[src/rtl/akd_pkg.sv]
// ---------------------------------------------------------------------------
// akd_pkg: shared types, constants and functions
// Item formats, event codes, register indexes and the sample scaling used by
// the keypad decoder front and back.
// ---------------------------------------------------------------------------
package akd_pkg;

  localparam int NUM_KEYS = 6;

  localparam logic [2:0] NO_KEY    = 3'd6;
  localparam logic [6:0] COUNT_MAX = 7'd100;

  localparam logic [2:0] CFG_MATCH_MARGIN  = 3'd6;
  localparam logic [2:0] CFG_QUALIFY_COUNT = 3'd7;

  localparam logic [7:0] LEVEL_RESET [NUM_KEYS] = '{8'd12, 8'd57, 8'd85, 8'd101,
                                                    8'd114, 8'd123};
  localparam logic [7:0] MARGIN_RESET  = 8'd5;
  localparam logic [6:0] QUALIFY_RESET = 7'd3;

  typedef enum logic [1:0] {
    EV_NONE    = 2'd0,
    EV_PRESS   = 2'd1,
    EV_RELEASE = 2'd2
  } event_t;

  typedef struct packed {
    logic       is_poll;
    logic       advance;
    logic       release_f;
    logic [7:0] scaled;
  } cmd_t;

  typedef struct packed {
    logic [1:0] event_kind;
    logic [2:0] key_index;
    logic [7:0] scaled_level;
  } res_t;

  // sample * 200 / 63 = 3 * sample + (11 * sample) / 63. The second term is
  // small, and ((y + 1) * 65) >> 12 equals y / 63 for every y up to 693.
  function automatic logic [7:0] scale_sample(input logic [5:0] sample);
    logic [9:0]  y;
    logic [15:0] prod;
    logic [7:0]  triple;
    y      = 10'(sample) * 10'd11;
    prod   = (16'(y) + 16'd1) * 16'd65;
    triple = 8'(sample) * 8'd3;
    return triple + {4'd0, prod[15:12]};
  endfunction

endpackage

[src/rtl/akd_front.sv]
// ---------------------------------------------------------------------------
// akd_front: item classification
// Turns an incoming item into a command for the back end: poll or interrupt,
// whether the press counter advances, whether a release occurs, and the
// sample already scaled to the 0..200 level range.
// ---------------------------------------------------------------------------
module akd_front (
  input  logic              action,
  input  logic              sample_flag,
  input  logic              press_flag,
  input  logic              release_flag,
  input  logic [5:0]        adc_sample,
  output akd_pkg::cmd_t     cmd
);

  always_comb begin
    cmd.is_poll   = action;
    cmd.advance   = !action && (sample_flag || press_flag);
    cmd.release_f = !action && release_flag;
    cmd.scaled    = akd_pkg::scale_sample(adc_sample);
  end

endmodule

[src/rtl/akd_cmd_fifo.sv]
// ---------------------------------------------------------------------------
// akd_cmd_fifo: command queue
// Two-entry queue that carries classified commands from the front to the
// back end so that either side can stall on its own.
// ---------------------------------------------------------------------------
module akd_cmd_fifo (
  input  logic              clk,
  input  logic              rst_n,
  input  logic              push,
  input  akd_pkg::cmd_t     push_data,
  output logic              full,
  input  logic              pop,
  output logic              valid,
  output akd_pkg::cmd_t     pop_data
);

  akd_pkg::cmd_t mem_r [2];
  logic          wr_ptr_r;
  logic          wr_ptr_nxt;
  logic          rd_ptr_r;
  logic          rd_ptr_nxt;
  logic [1:0]    count_r;
  logic [1:0]    count_nxt;
  logic          do_push;
  logic          do_pop;

  assign full     = (count_r == 2'd2);
  assign valid    = (count_r != 2'd0);
  assign pop_data = mem_r[rd_ptr_r];
  assign do_push  = push && !full;
  assign do_pop   = pop && valid;

  always_comb begin
    wr_ptr_nxt = do_push ? !wr_ptr_r : wr_ptr_r;
    rd_ptr_nxt = do_pop ? !rd_ptr_r : rd_ptr_r;
    count_nxt  = count_r + 2'(do_push) - 2'(do_pop);
  end

  always_ff @(posedge clk) begin
    if (!rst_n) begin
      wr_ptr_r <= 1'b0;
      rd_ptr_r <= 1'b0;
      count_r  <= 2'd0;
    end else begin
      wr_ptr_r <= wr_ptr_nxt;
      rd_ptr_r <= rd_ptr_nxt;
      count_r  <= count_nxt;
    end
  end

  always_ff @(posedge clk) begin
    if (do_push) begin
      mem_r[wr_ptr_r] <= push_data;
    end
  end

endmodule

[src/rtl/akd_back.sv]
// ---------------------------------------------------------------------------
// akd_back: command execution
// Holds the configuration and decoder state and, while the two-entry result
// queue has room, executes one command per cycle, queueing one result each.
// ---------------------------------------------------------------------------
module akd_back (
  input  logic              clk,
  input  logic              rst_n,
  input  logic              cmd_valid,
  input  akd_pkg::cmd_t     cmd,
  output logic              cmd_pop,
  input  logic              cfg_we,
  input  logic [2:0]        cfg_index,
  input  logic [7:0]        cfg_data,
  output logic              out_empty,
  input  logic              out_pop,
  output logic [1:0]        out_event_kind,
  output logic [2:0]        out_key_index,
  output logic [7:0]        out_scaled_level
);

  logic [7:0]       key_level_r [akd_pkg::NUM_KEYS];
  logic [7:0]       margin_r;
  logic [6:0]       qualify_r;

  logic [6:0]       counter_r;
  logic [6:0]       counter_nxt;
  akd_pkg::event_t  event_r;
  akd_pkg::event_t  event_nxt;
  logic [7:0]       level_r;
  logic [7:0]       level_nxt;

  akd_pkg::res_t    res_mem_r [2];
  logic             res_wr_r;
  logic             res_rd_r;
  logic [1:0]       res_count_r;
  logic [1:0]       res_count_nxt;
  akd_pkg::res_t    res;
  logic             do_out_pop;

  logic [2:0]       match;
  logic [6:0]       counter_adv;

  assign out_empty        = (res_count_r == 2'd0);
  assign do_out_pop       = out_pop && !out_empty;
  assign cmd_pop          = cmd_valid && ((res_count_r != 2'd2) || do_out_pop);
  assign out_event_kind   = res_mem_r[res_rd_r].event_kind;
  assign out_key_index    = res_mem_r[res_rd_r].key_index;
  assign out_scaled_level = res_mem_r[res_rd_r].scaled_level;

  // The lowest key whose window strictly contains the latched level wins.
  always_comb begin
    logic [8:0] lo_sum;
    logic [8:0] hi_sum;
    match = akd_pkg::NO_KEY;
    for (int i = akd_pkg::NUM_KEYS - 1; i >= 0; i--) begin
      lo_sum = {1'b0, level_r} + {1'b0, margin_r};
      hi_sum = {1'b0, key_level_r[i]} + {1'b0, margin_r};
      if ((lo_sum > {1'b0, key_level_r[i]}) && ({1'b0, level_r} < hi_sum)) begin
        match = 3'(i);
      end
    end
  end

  always_comb begin
    counter_nxt = counter_r;
    event_nxt   = event_r;
    level_nxt   = level_r;
    res         = '{event_kind: akd_pkg::EV_NONE, key_index: akd_pkg::NO_KEY,
                    scaled_level: 8'd0};
    counter_adv = (cmd.advance && (counter_r < akd_pkg::COUNT_MAX)) ?
                  counter_r + 7'd1 : counter_r;
    if (cmd_pop) begin
      if (cmd.is_poll) begin
        res.event_kind   = event_r;
        res.key_index    = (event_r == akd_pkg::EV_PRESS) ? match : akd_pkg::NO_KEY;
        res.scaled_level = level_r;
        event_nxt        = akd_pkg::EV_NONE;
      end else begin
        counter_nxt = counter_adv;
        if (counter_adv == qualify_r) begin
          event_nxt = akd_pkg::EV_PRESS;
          level_nxt = cmd.scaled;
        end
        if (cmd.release_f) begin
          counter_nxt = 7'd0;
          event_nxt   = akd_pkg::EV_RELEASE;
        end
      end
    end
    res_count_nxt = res_count_r + 2'(cmd_pop) - 2'(do_out_pop);
  end

  always_ff @(posedge clk) begin
    if (!rst_n) begin
      for (int i = 0; i < akd_pkg::NUM_KEYS; i++) begin
        key_level_r[i] <= akd_pkg::LEVEL_RESET[i];
      end
      margin_r    <= akd_pkg::MARGIN_RESET;
      qualify_r   <= akd_pkg::QUALIFY_RESET;
      counter_r   <= 7'd0;
      event_r     <= akd_pkg::EV_NONE;
      level_r     <= 8'd0;
      res_wr_r    <= 1'b0;
      res_rd_r    <= 1'b0;
      res_count_r <= 2'd0;
    end else begin
      if (cfg_we) begin
        for (int i = 0; i < akd_pkg::NUM_KEYS; i++) begin
          if (cfg_index == 3'(i)) begin
            key_level_r[i] <= cfg_data;
          end
        end
        if (cfg_index == akd_pkg::CFG_MATCH_MARGIN) begin
          margin_r <= cfg_data;
        end
        if (cfg_index == akd_pkg::CFG_QUALIFY_COUNT) begin
          qualify_r <= cfg_data[6:0];
        end
      end
      counter_r   <= counter_nxt;
      event_r     <= event_nxt;
      level_r     <= level_nxt;
      res_wr_r    <= cmd_pop ? !res_wr_r : res_wr_r;
      res_rd_r    <= do_out_pop ? !res_rd_r : res_rd_r;
      res_count_r <= res_count_nxt;
    end
  end

  always_ff @(posedge clk) begin
    if (cmd_pop) begin
      res_mem_r[res_wr_r] <= res;
    end
  end

endmodule

[src/rtl/adc_ladder_key_decoder.sv]
// ---------------------------------------------------------------------------
// adc_ladder_key_decoder: resistor-ladder keypad decoder
// Tracks interrupt flags from a 6-bit converter and reports key events.
//
// The input side is a queue: an item is taken at a clock edge with in_push
// high and in_full low. Interrupt items advance the press counter on a
// sample or press flag, latch the scaled sample whenever the counter equals
// the qualify count, and record releases. Poll items report and clear the
// recorded event and for a press name the first key whose window holds the
// latched level. Every item yields exactly one result; interrupt results
// are all zero except a key index of 6.
// The result side is a queue: a result is shown while out_empty is low and
// taken at an edge with out_pop high. An item waits in the command queue,
// and its result is registered into the result queue when the back end takes
// it. One item per cycle is sustained while results are popped, set by the
// single execute stage in the back end. If the receiver stalls, the two-entry
// result queue and then the two-entry command queue fill before in_full rises.
// The cfg port writes a register at any edge with cfg_we high; it is meant
// for use while the block is idle. Synchronous reset empties both queues,
// clears the decoder state and restores every register to its default.
// ---------------------------------------------------------------------------
module adc_ladder_key_decoder (
  input  logic        clk,
  input  logic        rst_n,
  input  logic        in_push,
  output logic        in_full,
  input  logic        in_action,
  input  logic        in_sample_flag,
  input  logic        in_press_flag,
  input  logic        in_release_flag,
  input  logic [5:0]  in_adc_sample,
  output logic        out_empty,
  input  logic        out_pop,
  output logic [1:0]  out_event_kind,
  output logic [2:0]  out_key_index,
  output logic [7:0]  out_scaled_level,
  input  logic        cfg_we,
  input  logic [2:0]  cfg_index,
  input  logic [7:0]  cfg_data
);

  akd_pkg::cmd_t front_cmd;
  akd_pkg::cmd_t queued_cmd;
  logic          cmd_valid;
  logic          cmd_pop;

  akd_front u_front (
    .action       (in_action),
    .sample_flag  (in_sample_flag),
    .press_flag   (in_press_flag),
    .release_flag (in_release_flag),
    .adc_sample   (in_adc_sample),
    .cmd          (front_cmd)
  );

  akd_cmd_fifo u_cmd_fifo (
    .clk       (clk),
    .rst_n     (rst_n),
    .push      (in_push),
    .push_data (front_cmd),
    .full      (in_full),
    .pop       (cmd_pop),
    .valid     (cmd_valid),
    .pop_data  (queued_cmd)
  );

  akd_back u_back (
    .clk              (clk),
    .rst_n            (rst_n),
    .cmd_valid        (cmd_valid),
    .cmd              (queued_cmd),
    .cmd_pop          (cmd_pop),
    .cfg_we           (cfg_we),
    .cfg_index        (cfg_index),
    .cfg_data         (cfg_data),
    .out_empty        (out_empty),
    .out_pop          (out_pop),
    .out_event_kind   (out_event_kind),
    .out_key_index    (out_key_index),
    .out_scaled_level (out_scaled_level)
  );

endmodule

[config.mk]
export PLATFORM = sky130hd
export DESIGN_NAME = adc_ladder_key_decoder
export DESIGN_NICKNAME = d
export VERILOG_FILES = /design/src/rtl/akd_pkg.sv /design/src/rtl/akd_front.sv /design/src/rtl/akd_cmd_fifo.sv /design/src/rtl/akd_back.sv /design/src/rtl/adc_ladder_key_decoder.sv
export SDC_FILE = /design/constraint.sdc
export NUM_CORES = 1
export LEC_CHECK = 0
export BUFFER_PORTS_ARGS = -buffer_cell sky130_fd_sc_hd__buf_2
export CORE_ASPECT_RATIO = 1.5
export CORE_UTILIZATION = 30
export DETAILED_ROUTE_END_ITERATION = 7
export MAX_ROUTING_LAYER = met4
export PLACE_DENSITY = 0.43
export SETUP_SLACK_MARGIN = 0.1
export SLEW_MARGIN = 25
export SYNTH_ARGS = -nofsm -noshare
export SYNTH_HDL_FRONTEND = slang
export SYNTH_SLANG_ARGS = --single-unit
[constraint.sdc]
create_clock -name clk -period 5.22 [get_ports clk]
set_input_delay 0.261 -clock clk [delete_from_list [all_inputs] [get_ports clk]]
set_output_delay 0.261 -clock clk [all_outputs]
set_load 0.005 [all_outputs]
# ---- Word level (Yosys, flattened, before mapping)
# Memory sizes are Yosys's and may differ from the RTL's. A register that Yosys moved wholly into a read port is not among the register bits.
# Index checks and enable logic that the tools add are counted.
dict set report totals {
  mem_count 3
  rom_bits 0
  output_inout_bits 15
  regBits 40
  latchBits 0
  mem_bits_rw 96
}
dict set report op_classes {
  eq_ne 11
  muxes 53
  bitwise 7
  shift 0
  n_addsub 14
  reduce_logical 31
  order_cmp 13
  n_div 0
  multipliers 3
}
# name words width read_ports rd_ports_with_merged_regs wr line_no
set mem_list {}
lappend mem_list {u_back.key_level_r 6 8 6 0 6 akd_back.sv:22} ;# logic [7:0] key_level_r [akd_pkg::NUM_KEYS];
lappend mem_list {u_back.res_mem_r 2 13 1 1 1 akd_back.sv:33} ;# akd_pkg::res_t res_mem_r [2];
lappend mem_list {u_cmd_fifo.mem_r 2 11 1 1 1 akd_cmd_fifo.sv:17} ;# akd_pkg::cmd_t mem_r [2];
# cell n
set ops {}
lappend ops {{8-bit by 8-bit adder with 9-bit output} 7}
lappend ops {{9-bit by 8-bit > comparator with 1-bit output} 6}
lappend ops {{8-bit by 9-bit < comparator with 1-bit output} 6}
lappend ops {{8-bit 2-to-1 mux} 6}
lappend ops {{1-bit 2-to-1 mux} 33}
lappend ops {{13-bit 2-to-1 mux} 2}
lappend ops {{16-bit by 7-bit multiplier with 16-bit output (second input constant)} 1}
lappend ops {{3-bit 2-to-1 mux} 5}
lappend ops {{7-bit 2-to-1 mux} 2}
lappend ops {{1-bit logical AND} 13}
lappend ops {{3-bit equality test (second input constant)} 4}
lappend ops {{10-bit by 1-bit adder with 11-bit output (second input constant)} 1}
lappend ops {{6-bit by 4-bit multiplier with 10-bit output (second input constant)} 1}
lappend ops {{2-bit 2-to-1 mux} 5}
lappend ops {{8-bit by 4-bit adder with 8-bit output} 1}
lappend ops {{6-bit by 2-bit multiplier with 8-bit output (second input constant)} 1}
lappend ops {{2-bit AND reduction} 4}
lappend ops {{7-bit by 1-bit adder with 7-bit output (second input constant)} 1}
lappend ops {{7-bit equality test} 1}
lappend ops {{1-bit logical NOT} 7}
lappend ops {{7-bit < comparator (second input constant)} 1}
lappend ops {{3-bit by 2-bit equality test with 1-bit output (second input constant)} 2}
lappend ops {{1-bit bitwise OR} 6}
lappend ops {{2-bit by 1-bit adder with 2-bit output} 2}
lappend ops {{other kinds (12)} 14}

# ---- Longest topological paths before layout
# Gate-level depths: netlist of the first run.
# An unclocked memory read counts as a cell.
dict set report logic_depth {
  depth_word 13
  ltp_mapped 28
}

# ---- Modules after synthesis
# From an unflattened synthesis of the first run, not the netlist that was laid out.
dict set report unflattened {
  cells_unflattened 1098
  area_unflattened_um2 10832.9
}
# mod n_inst cells_per_inst area_per_inst_um2 seq_area_each_um2
set by_module_without_submodules {}
lappend by_module_without_submodules {akd_back 1 914 8734.6 2962.8}
lappend by_module_without_submodules {akd_front 1 124 1071.0 0.0}
lappend by_module_without_submodules {akd_cmd_fifo 1 60 1027.2 760.7}

# ---- Worst setup path after synthesis of the first run
# OpenSTA, ideal clock, no wires.
dict set report synth_path {
  path_type {input to register}
  startpoint {input in_adc_sample[1]}
  endpoint {memory u_cmd_fifo.mem_r[0][6] (netlist bit) (data pin)}
  slack_ns -0.051
  path_stages 24
  t_arrival_ns 5.009
  required_ns 4.958
  path_cell_list {ha_1 -> fa_1 -> ha_1 -> o21ai_0 -> o21bai_1 -> a21oi_1 -> nor2b_1 -> o21ai_0 -> nand2b_1 -> ha_1 -> ha_1 -> a211o_1 -> a31o_2 -> and4_1 -> nand2_1 -> xor2_1 -> fa_1 -> inv_1 -> ha_1 -> a21o_1 -> a21oi_1 -> o21bai_1 -> a21oi_1 -> xnor2_1}
}
# item line_no
set synth_lines {}
lappend synth_lines {{start: declaration} adc_ladder_key_decoder.sv:31} ;# input logic [5:0] in_adc_sample,
lappend synth_lines {{end: declaration} akd_cmd_fifo.sv:17}

==> impl_metrics.json, run 1 <==
{
  "drtAntennaViolNets": 0,
  "grt_pass1_wl_um": 47600,
  "final_hold_viol_count": 0,
  "r2r_setup_slack_ns": 1.10,
  "p_switching_mw": 1.35,
  "post-route-period-util_pct": 93.5,
  "skew_ns": 0.00823,
  "die_x_um": 156,
  "drive_above_1_share_pct": 14.7,
  "final_area_mm2": 0.0126,
  "placed_area_mm2": 0.0119,
  "p_int_mw": 2.65,
  "use_met2_pct": 34.2,
  "synthTopCellsByArea": "edfxtp_1 (27%), ha_1 (21%), dfxtp_1 (7.8%)",
  "ys_types": 55,
  "drt-total-wl_um": 31400,
  "cts_tree": "built",
  "synth-seq-cells": 138,
  "grt_pass1_vias": 8233,
  "hold_path.class": "primary input to register",
  "n_antenna_cell": 0,
  "cts_sinks": 138,
  "max_freq_mhz": 205,
  "cts-root-buf": "clkbuf_16",
  "track_usage_pct": 18.6,
  "r2r_end": "u_back.res_mem_r[1][10]",
  "ios": 41,
  "cts_buffers": 17,
  "critPathLaunchType": "primary input",
  "first_pass_iters": 4,
  "yosys_warnings": 0,
  "drv_slew": 0,
  "cellLeakagePower_nw": 5.55,
  "post-dp-hpwl_um": 23800,
  "die_y_um": 234,
  "final_cell_mix": "ha_1 (177), edfxtp_1 (96), inv_1 (93)",
  "synth_edf_count": 96,
  "syn_area_per_cell_um2": 9.89,
  "drc": 0,
  "slew_headroom_pct": 25.9,
  "synthArstFlopShare_pct": 0,
  "r2r_start": "u_back.level_r[1]",
  "fill_cells": 3574,
  "end_kind": "register",
  "drt_iter0_markers": 321,
  "layout_commonest_cell": "ha_1",
  "met1_usage_pct": 19.8,
  "yosysTopAreaCell": "edfxtp_1",
  "pwr-share-clk_pct": 29.9,
  "status": "finished clean",
  "setup_viol": 0,
  "synth_area_mm2": 0.0107,
  "maxCapViolCount": 0,
  "grt_max_degree": 43,
  "post-route-util_pct": 35.7,
  "nets": 1408,
  "hold_path_end": "u_cmd_fifo.mem_r[1][10]",
  "syn-num-nets": 1308,
  "hold_slack_ns": 0.0387,
  "num_vias": 8240,
  "clk_pin_slew_ns": 0.06,
  "cpPeakStageDelay_ns": 0.50,
  "gp_congestion": 0.858,
  "required_ns": 5.42,
  "max-vdd-ir-drop_mv": 0.183,
  "reg2reg_depth": 13,
  "io_buffers": 40,
  "cts_hold_buf": 0,
  "switching_share_pct": 33.8,
  "combPwrFrac_pct": 32.9,
  "htree_levels": 4,
  "clock_latency_ns": 0.44,
  "top_usage_layer": "met2",
  "syn_to_final_growth_pct": 17.0,
  "totalPowerFinal_mw": 4.00,
  "seq_power_share_pct": 37.1,
  "rsz0062_at_grt": "no",
  "core_mm2": 0.0352,
  "path_class": "primary input to register",
  "grtUsageMet3_pct": 2.65,
  "gr-total-overflow": 0,
  "critPathMaxFanout": 4,
  "yosysSeqAreaShare_pct": 34.7,
  "cp_slowest_cell": "fa_1",
  "finalCriticalPeriod_ns": 4.88,
  "hold_start": "in_action",
  "crit_arrival_ns": 5.08,
  "worst-slew-pin-transition_ns": 1.10,
  "clock_path_buffers": 2,
  "initial_core_util_pct": 30.5,
  "vias_per_cell": 4.93,
  "synth_cells": 1086,
  "power.density_mw_per_mm2": 319,
  "hold_depth": 1,
  "wl_per_cell_um": 18.8,
  "ys_dominant_reg_cell": "edfxtp_1",
  "fp-row-count": 84,
  "synth_top_area_share_pct": 26.8,
  "antenna_found_initial": 0,
  "dieArea_mm2": 0.0366
}
## what timing repair did
item | CTS | global route
gates resized for setup | 0 | 11
setup buffers | 0 | 3
endpoints found under the setup margin | 0 | 8
## cell usage after synthesis, types with 8 or more instances
cell,number
ha_1,182
edfxtp_1,96
inv_1,95
nand2_1,75
a21oi_1,69
o21ai_0,61
dfxtp_1,42
nor2_1,39
xnor2_1,39
and2_1,36
nor3_1,27
o21a_1,22
xor2_1,22
a21o_1,21
and3_1,19
nor2b_1,19
nand3_1,18
or3_1,18
mux2_2,16
a21boi_0,15
fa_1,14
nand2b_1,14
mux2i_1,12
o21bai_1,12
clkbuf_1,11
nand4_1,9
a211oi_1,8
o211ai_1,8
## worst max path at each step
stage                             end  slack (ns)  cells past startpoint        startpoint
3_3_place_gp   u_cmd_fifo.mem_r[0][7]       -0.29                     26  in_adc_sample[1]
5_1_grt        u_cmd_fifo.mem_r[1][7]        0.12                     27  in_adc_sample[2]
6_report       u_cmd_fifo.mem_r[0][7]        0.34                     27  in_adc_sample[2]
4_1_cts        u_cmd_fifo.mem_r[0][7]        0.17                     26  in_adc_sample[1]
2_1_floorplan  u_cmd_fifo.mem_r[0][7]        0.12                     24  in_adc_sample[1]
3_5_place_dp   u_cmd_fifo.mem_r[1][7]       -0.31                     26  in_adc_sample[1]
## registers in the layout, indices dropped and copies added (netlist names), 2 cells and up, named ones only
register            count
u_back.event_r          2
u_cmd_fifo.mem_r       22
u_back.res_count_r      2
u_cmd_fifo.count_r      2
u_back.qualify_r        7
u_back.level_r          8
u_back.margin_r         8
u_back.counter_r        7
u_back.key_level_r     48
u_back.res_mem_r       26
## kinds of logic (layout without fill, tap and decap cells)
group,Yosys count,in the layout,synth area share [%]
adders and majority gates,196,196,23.8
and+or+nand+nor,288,288,13.7
AOI/OAI and AO/OA,263,263,16.0
DFF,138,138,34.7
xor gates and xnor gates,61,61,4.97
muxes,28,28,2.80
buffers and inverters,112,225,4.03
## metrics by stage
step,instances,setup TNS [ns],worst slack (ns)
floorplan,1086,0,0.116
global placement,1637,-1.54,-0.290
detailed placement,1637,-1.88,-0.307
CTS,1669,0,0.167
global route,1672,0,0.116
finish,1672,0,0.339
## power by group through the flow
stage                     sequential [mW]  combinational [mW]  clock, mW
after floorplan                      1.45               0.912          0
after global placement               1.51                1.29          0
after detailed placement             1.51                1.31          0
after CTS                            1.49                1.32       1.23
after global routing                 1.51                1.49       1.27
final                                1.49                1.32       1.20
## critical path, delay by kind of cell
family                     cells  cell delay [ns]
and+or+nand+nor                1             0.21
AOI/OAI and AO/OA              9             1.39
buffers and inverters          7             0.49
xor gates and xnor gates       2             0.38
adders and majority gates      8             2.36
## per-layer routing
| metal | up-vias | share of wire [%] |
|---|---|---|
| met5 | - | 0 |
| met4 | 0 | 2.9 |
| met3 | 48 | 2.8 |
| met2 | 123 | 53 |
| li1 | 4155 | - |
| met1 | 3914 | 41 |
## final cells by class
class	count	area (um^2)	area share (%)
Sequential cell	138	3720	29.6
Multi-Input combinational cell	836	6690	53.3
Inverter	95	357	2.84
Clock buffer	17	425	3.39
Timing Repair Buffer	98	636	5.06
Tap cell	473	592	4.71
Clock inverter	15	139	1.11
Power figures use the tool's default switching activity.
==> run 2: changes to the inputs <==
--- a/config.mk
+++ b/config.mk
@@ -15,4 +15,5 @@
 export SLEW_MARGIN = 25
 export SYNTH_ARGS = -nofsm -noshare
 export SYNTH_HDL_FRONTEND = slang
+export SYNTH_HIERARCHICAL = 1
 export SYNTH_SLANG_ARGS = --single-unit
==> impl_metrics.json, run 2 <==
{
  "dieArea_mm2": 0.0369,
  "cts_sinks": 138,
  "die_y_um": 235,
  "hold_path_end": "u_cmd_fifo/mem_r[0][10]",
  "yosys_warnings": 6,
  "ios": 41,
  "first_pass_iters": 5,
  "drtAntennaViolNets": 0,
  "syn_area_per_cell_um2": 9.87,
  "maxCapViolCount": 0,
  "fill_cells": 3710,
  "status": "finished clean",
  "end_kind": "register",
  "hold_slack_ns": 0.0400,
  "core_mm2": 0.0353,
  "gr-total-overflow": 0,
  "clock_path_buffers": 2,
  "skew_ns": 0.0105,
  "wl_per_cell_um": 18.5,
  "layout_commonest_cell": "ha_1",
  "rsz0062_at_grt": "no",
  "hold_path.class": "primary input to register",
  "hold_start": "in_action",
  "syn-num-nets": 1321,
  "nets": 1419,
  "yosysMostFrequentCell": "ha_1",
  "synth_common_cells": "ha_1 (183), inv_1 (103), edfxtp_1 (96), a21oi_1 (85), nand2_1 (69)",
  "r2r_setup_slack_ns": 0.87,
  "r2r_start": "u_back/margin_r[1]",
  "top_usage_layer": "met2",
  "drt-total-wl_um": 31200,
  "clock_latency_ns": 0.45,
  "initial_core_util_pct": 30.7,
  "path_class": "primary input to register",
  "grtUsageMet3_pct": 2.43,
  "post-route-period-util_pct": 93.0,
  "fp-row-count": 84,
  "totalPowerFinal_mw": 3.93,
  "use_met2_pct": 32.2,
  "critPathLaunchType": "primary input",
  "finalCriticalPeriod_ns": 4.86,
  "gp_congestion": 0.860,
  "synth_cells": 1098,
  "reg2reg_depth": 16,
  "synthArstFlopShare_pct": 0,
  "antenna_found_initial": 2,
  "setup_viol": 0,
  "drv_slew": 0,
  "cellLeakagePower_nw": 5.52,
  "yosysTopAreaCell": "edfxtp_1",
  "grt_max_degree": 30,
  "track_usage_pct": 18.2,
  "crit_arrival_ns": 5.05,
  "vias_per_cell": 4.96,
  "drive_above_1_share_pct": 15.5,
  "max-vdd-ir-drop_mv": 0.323,
  "htree_levels": 4,
  "synth-seq-cells": 138,
  "cts-root-buf": "clkbuf_16",
  "max_freq_mhz": 206,
  "grt_pass1_vias": 8285,
  "synth_edf_count": 96,
  "yosysSeqAreaShare_pct": 34.4,
  "synth_top_area_share_pct": 26.6,
  "synth_area_mm2": 0.0108,
  "cts_tree": "built",
  "drt_iter0_markers": 334,
  "largest_reg_flops": 48,
  "final_hold_viol_count": 0,
  "syn_to_final_growth_pct": 16.6,
  "critPathMaxFanout": 4,
  "required_ns": 5.41,
  "largest_registers": "u_back/key_level_r (48), u_back/res_mem_r (26), u_cmd_fifo/mem_r (22)",
  "hold_depth": 1,
  "die_x_um": 157,
  "setup_ws_ns": 0.364,
  "cts_hold_buf": 0,
  "worst-slew-pin-transition_ns": 0.948,
  "cts_buffers": 17,
  "place_ws_ns": -0.209,
  "power.density_mw_per_mm2": 311,
  "io_buffers": 40,
  "final_cell_mix": "ha_1 (178), inv_1 (102), edfxtp_1 (96)",
  "r2r_end": "u_back/res_mem_r[0][10]",
  "clk_pin_slew_ns": 0.06,
  "ys_dominant_reg_cell": "edfxtp_1",
  "grt_pass1_wl_um": 47500,
  "slew_headroom_pct": 36.5,
  "regMostFlops": "u_back/key_level_r",
  "met1_usage_pct": 20.1,
  "drc": 0,
  "ys_types": 72,
  "post-route-util_pct": 35.8,
  "synthTopCellsByArea": "edfxtp_1 (27%), ha_1 (21%), dfxtp_1 (7.8%)",
  "num_vias": 8354,
  "post-dp-hpwl_um": 24200
}
==> run 2: what timing repair did <==
item / CTS / global route
gates resized for setup: 0 / 19
endpoints found under the setup margin: 0 / 10
setup buffers: 0 / 2
endpoints found under the hold margin: 0 / 0
==> run 2: where the power goes <==
part | internal, mW | switching [mW]
clock network | 0.649 | 0.483
logic | 0.616 | 0.696
registers | 1.38 | 0.0994
total | 2.65 | 1.28
==> run 2: kinds of logic (layout without fill, tap and decap cells) <==
| kind of cell | count (synthesis) | count (layout) | share of synthesized area (%) |
|---|---|---|---|
| other cells | 0 | 2 | 0 |
| mux | 34 | 34 | 3.42 |
| compound gates | 252 | 252 | 14.8 |
| xor+xnor | 65 | 65 | 5.32 |
| buf+inv | 122 | 233 | 4.32 |
| simple gates | 290 | 290 | 14.1 |
| fa+ha+maj | 197 | 197 | 23.7 |
| flops | 138 | 138 | 34.4 |
==> run 2: cell type report <==
class	count	area, um^2	share of cell area (%)
clock inverters	9	63.8	0.505
clock buffers	23	479	3.79
diodes	2	5.00	0.0396
well taps	473	592	4.68
flip-flops and latches	138	3720	29.5
inverters	104	390	3.09
repair buffers	97	641	5.07
multi-input cells	838	6740	53.3
==> run 2: critical path, cell delays in order <==
cell	delay (ns)
buf_2	0.12
buf_12	0.12
ha_2	0.19
fa_2	0.61
ha_4	0.22
nor2_4	0.11
a211oi_2	0.06
o31a_1	0.31
buf_4	0.15
nor3_4	0.20
ha_1	0.19
ha_1	0.22
a311oi_1	0.26
o21bai_1	0.09
nor3b_4	0.17
buf_4	0.15
buf_4	0.12
nand3_2	0.05
xnor2_1	0.14
fa_1	0.45
ha_1	0.35
a21oi_2	0.17
o21bai_1	0.07
a21oi_1	0.16
xnor2_1	0.11
==> run 2: worst max path at each step <==
stage / cells after the start / slack (ns) / end / from
finish: 25 / 0.36 / u_cmd_fifo/mem_r[0][6] / in_adc_sample[2]
global route: 25 / 0.08 / u_cmd_fifo/mem_r[0][6] / in_adc_sample[2]
CTS: 25 / 0.24 / u_cmd_fifo/mem_r[1][6] / in_adc_sample[2]
detailed placement: 25 / -0.21 / u_cmd_fifo/mem_r[1][6] / in_adc_sample[2]
global placement: 24 / -0.16 / u_cmd_fifo/mem_r[0][5] / in_adc_sample[2]
floorplan: 23 / 0.11 / u_cmd_fifo/mem_r[0][6] / in_adc_sample[1]
==> run 2: stage by stage <==
step           setup TNS [ns]  area, um^2  instances
6_report                    0       12600       1684
5_1_grt                     0       12600       1684
4_1_cts                     0       12500       1680
3_5_place_dp            -1.21       12000       1648
3_3_place_gp           -0.761       12000       1648
2_1_floorplan               0       10800       1098
==> run 2: routing by layer <==
layer	share of wire, %	vias to the layer above
met5	0	-
li1	-	4184
met2	53	114
met4	3.4	0
met3	2.5	46
met1	41	4010
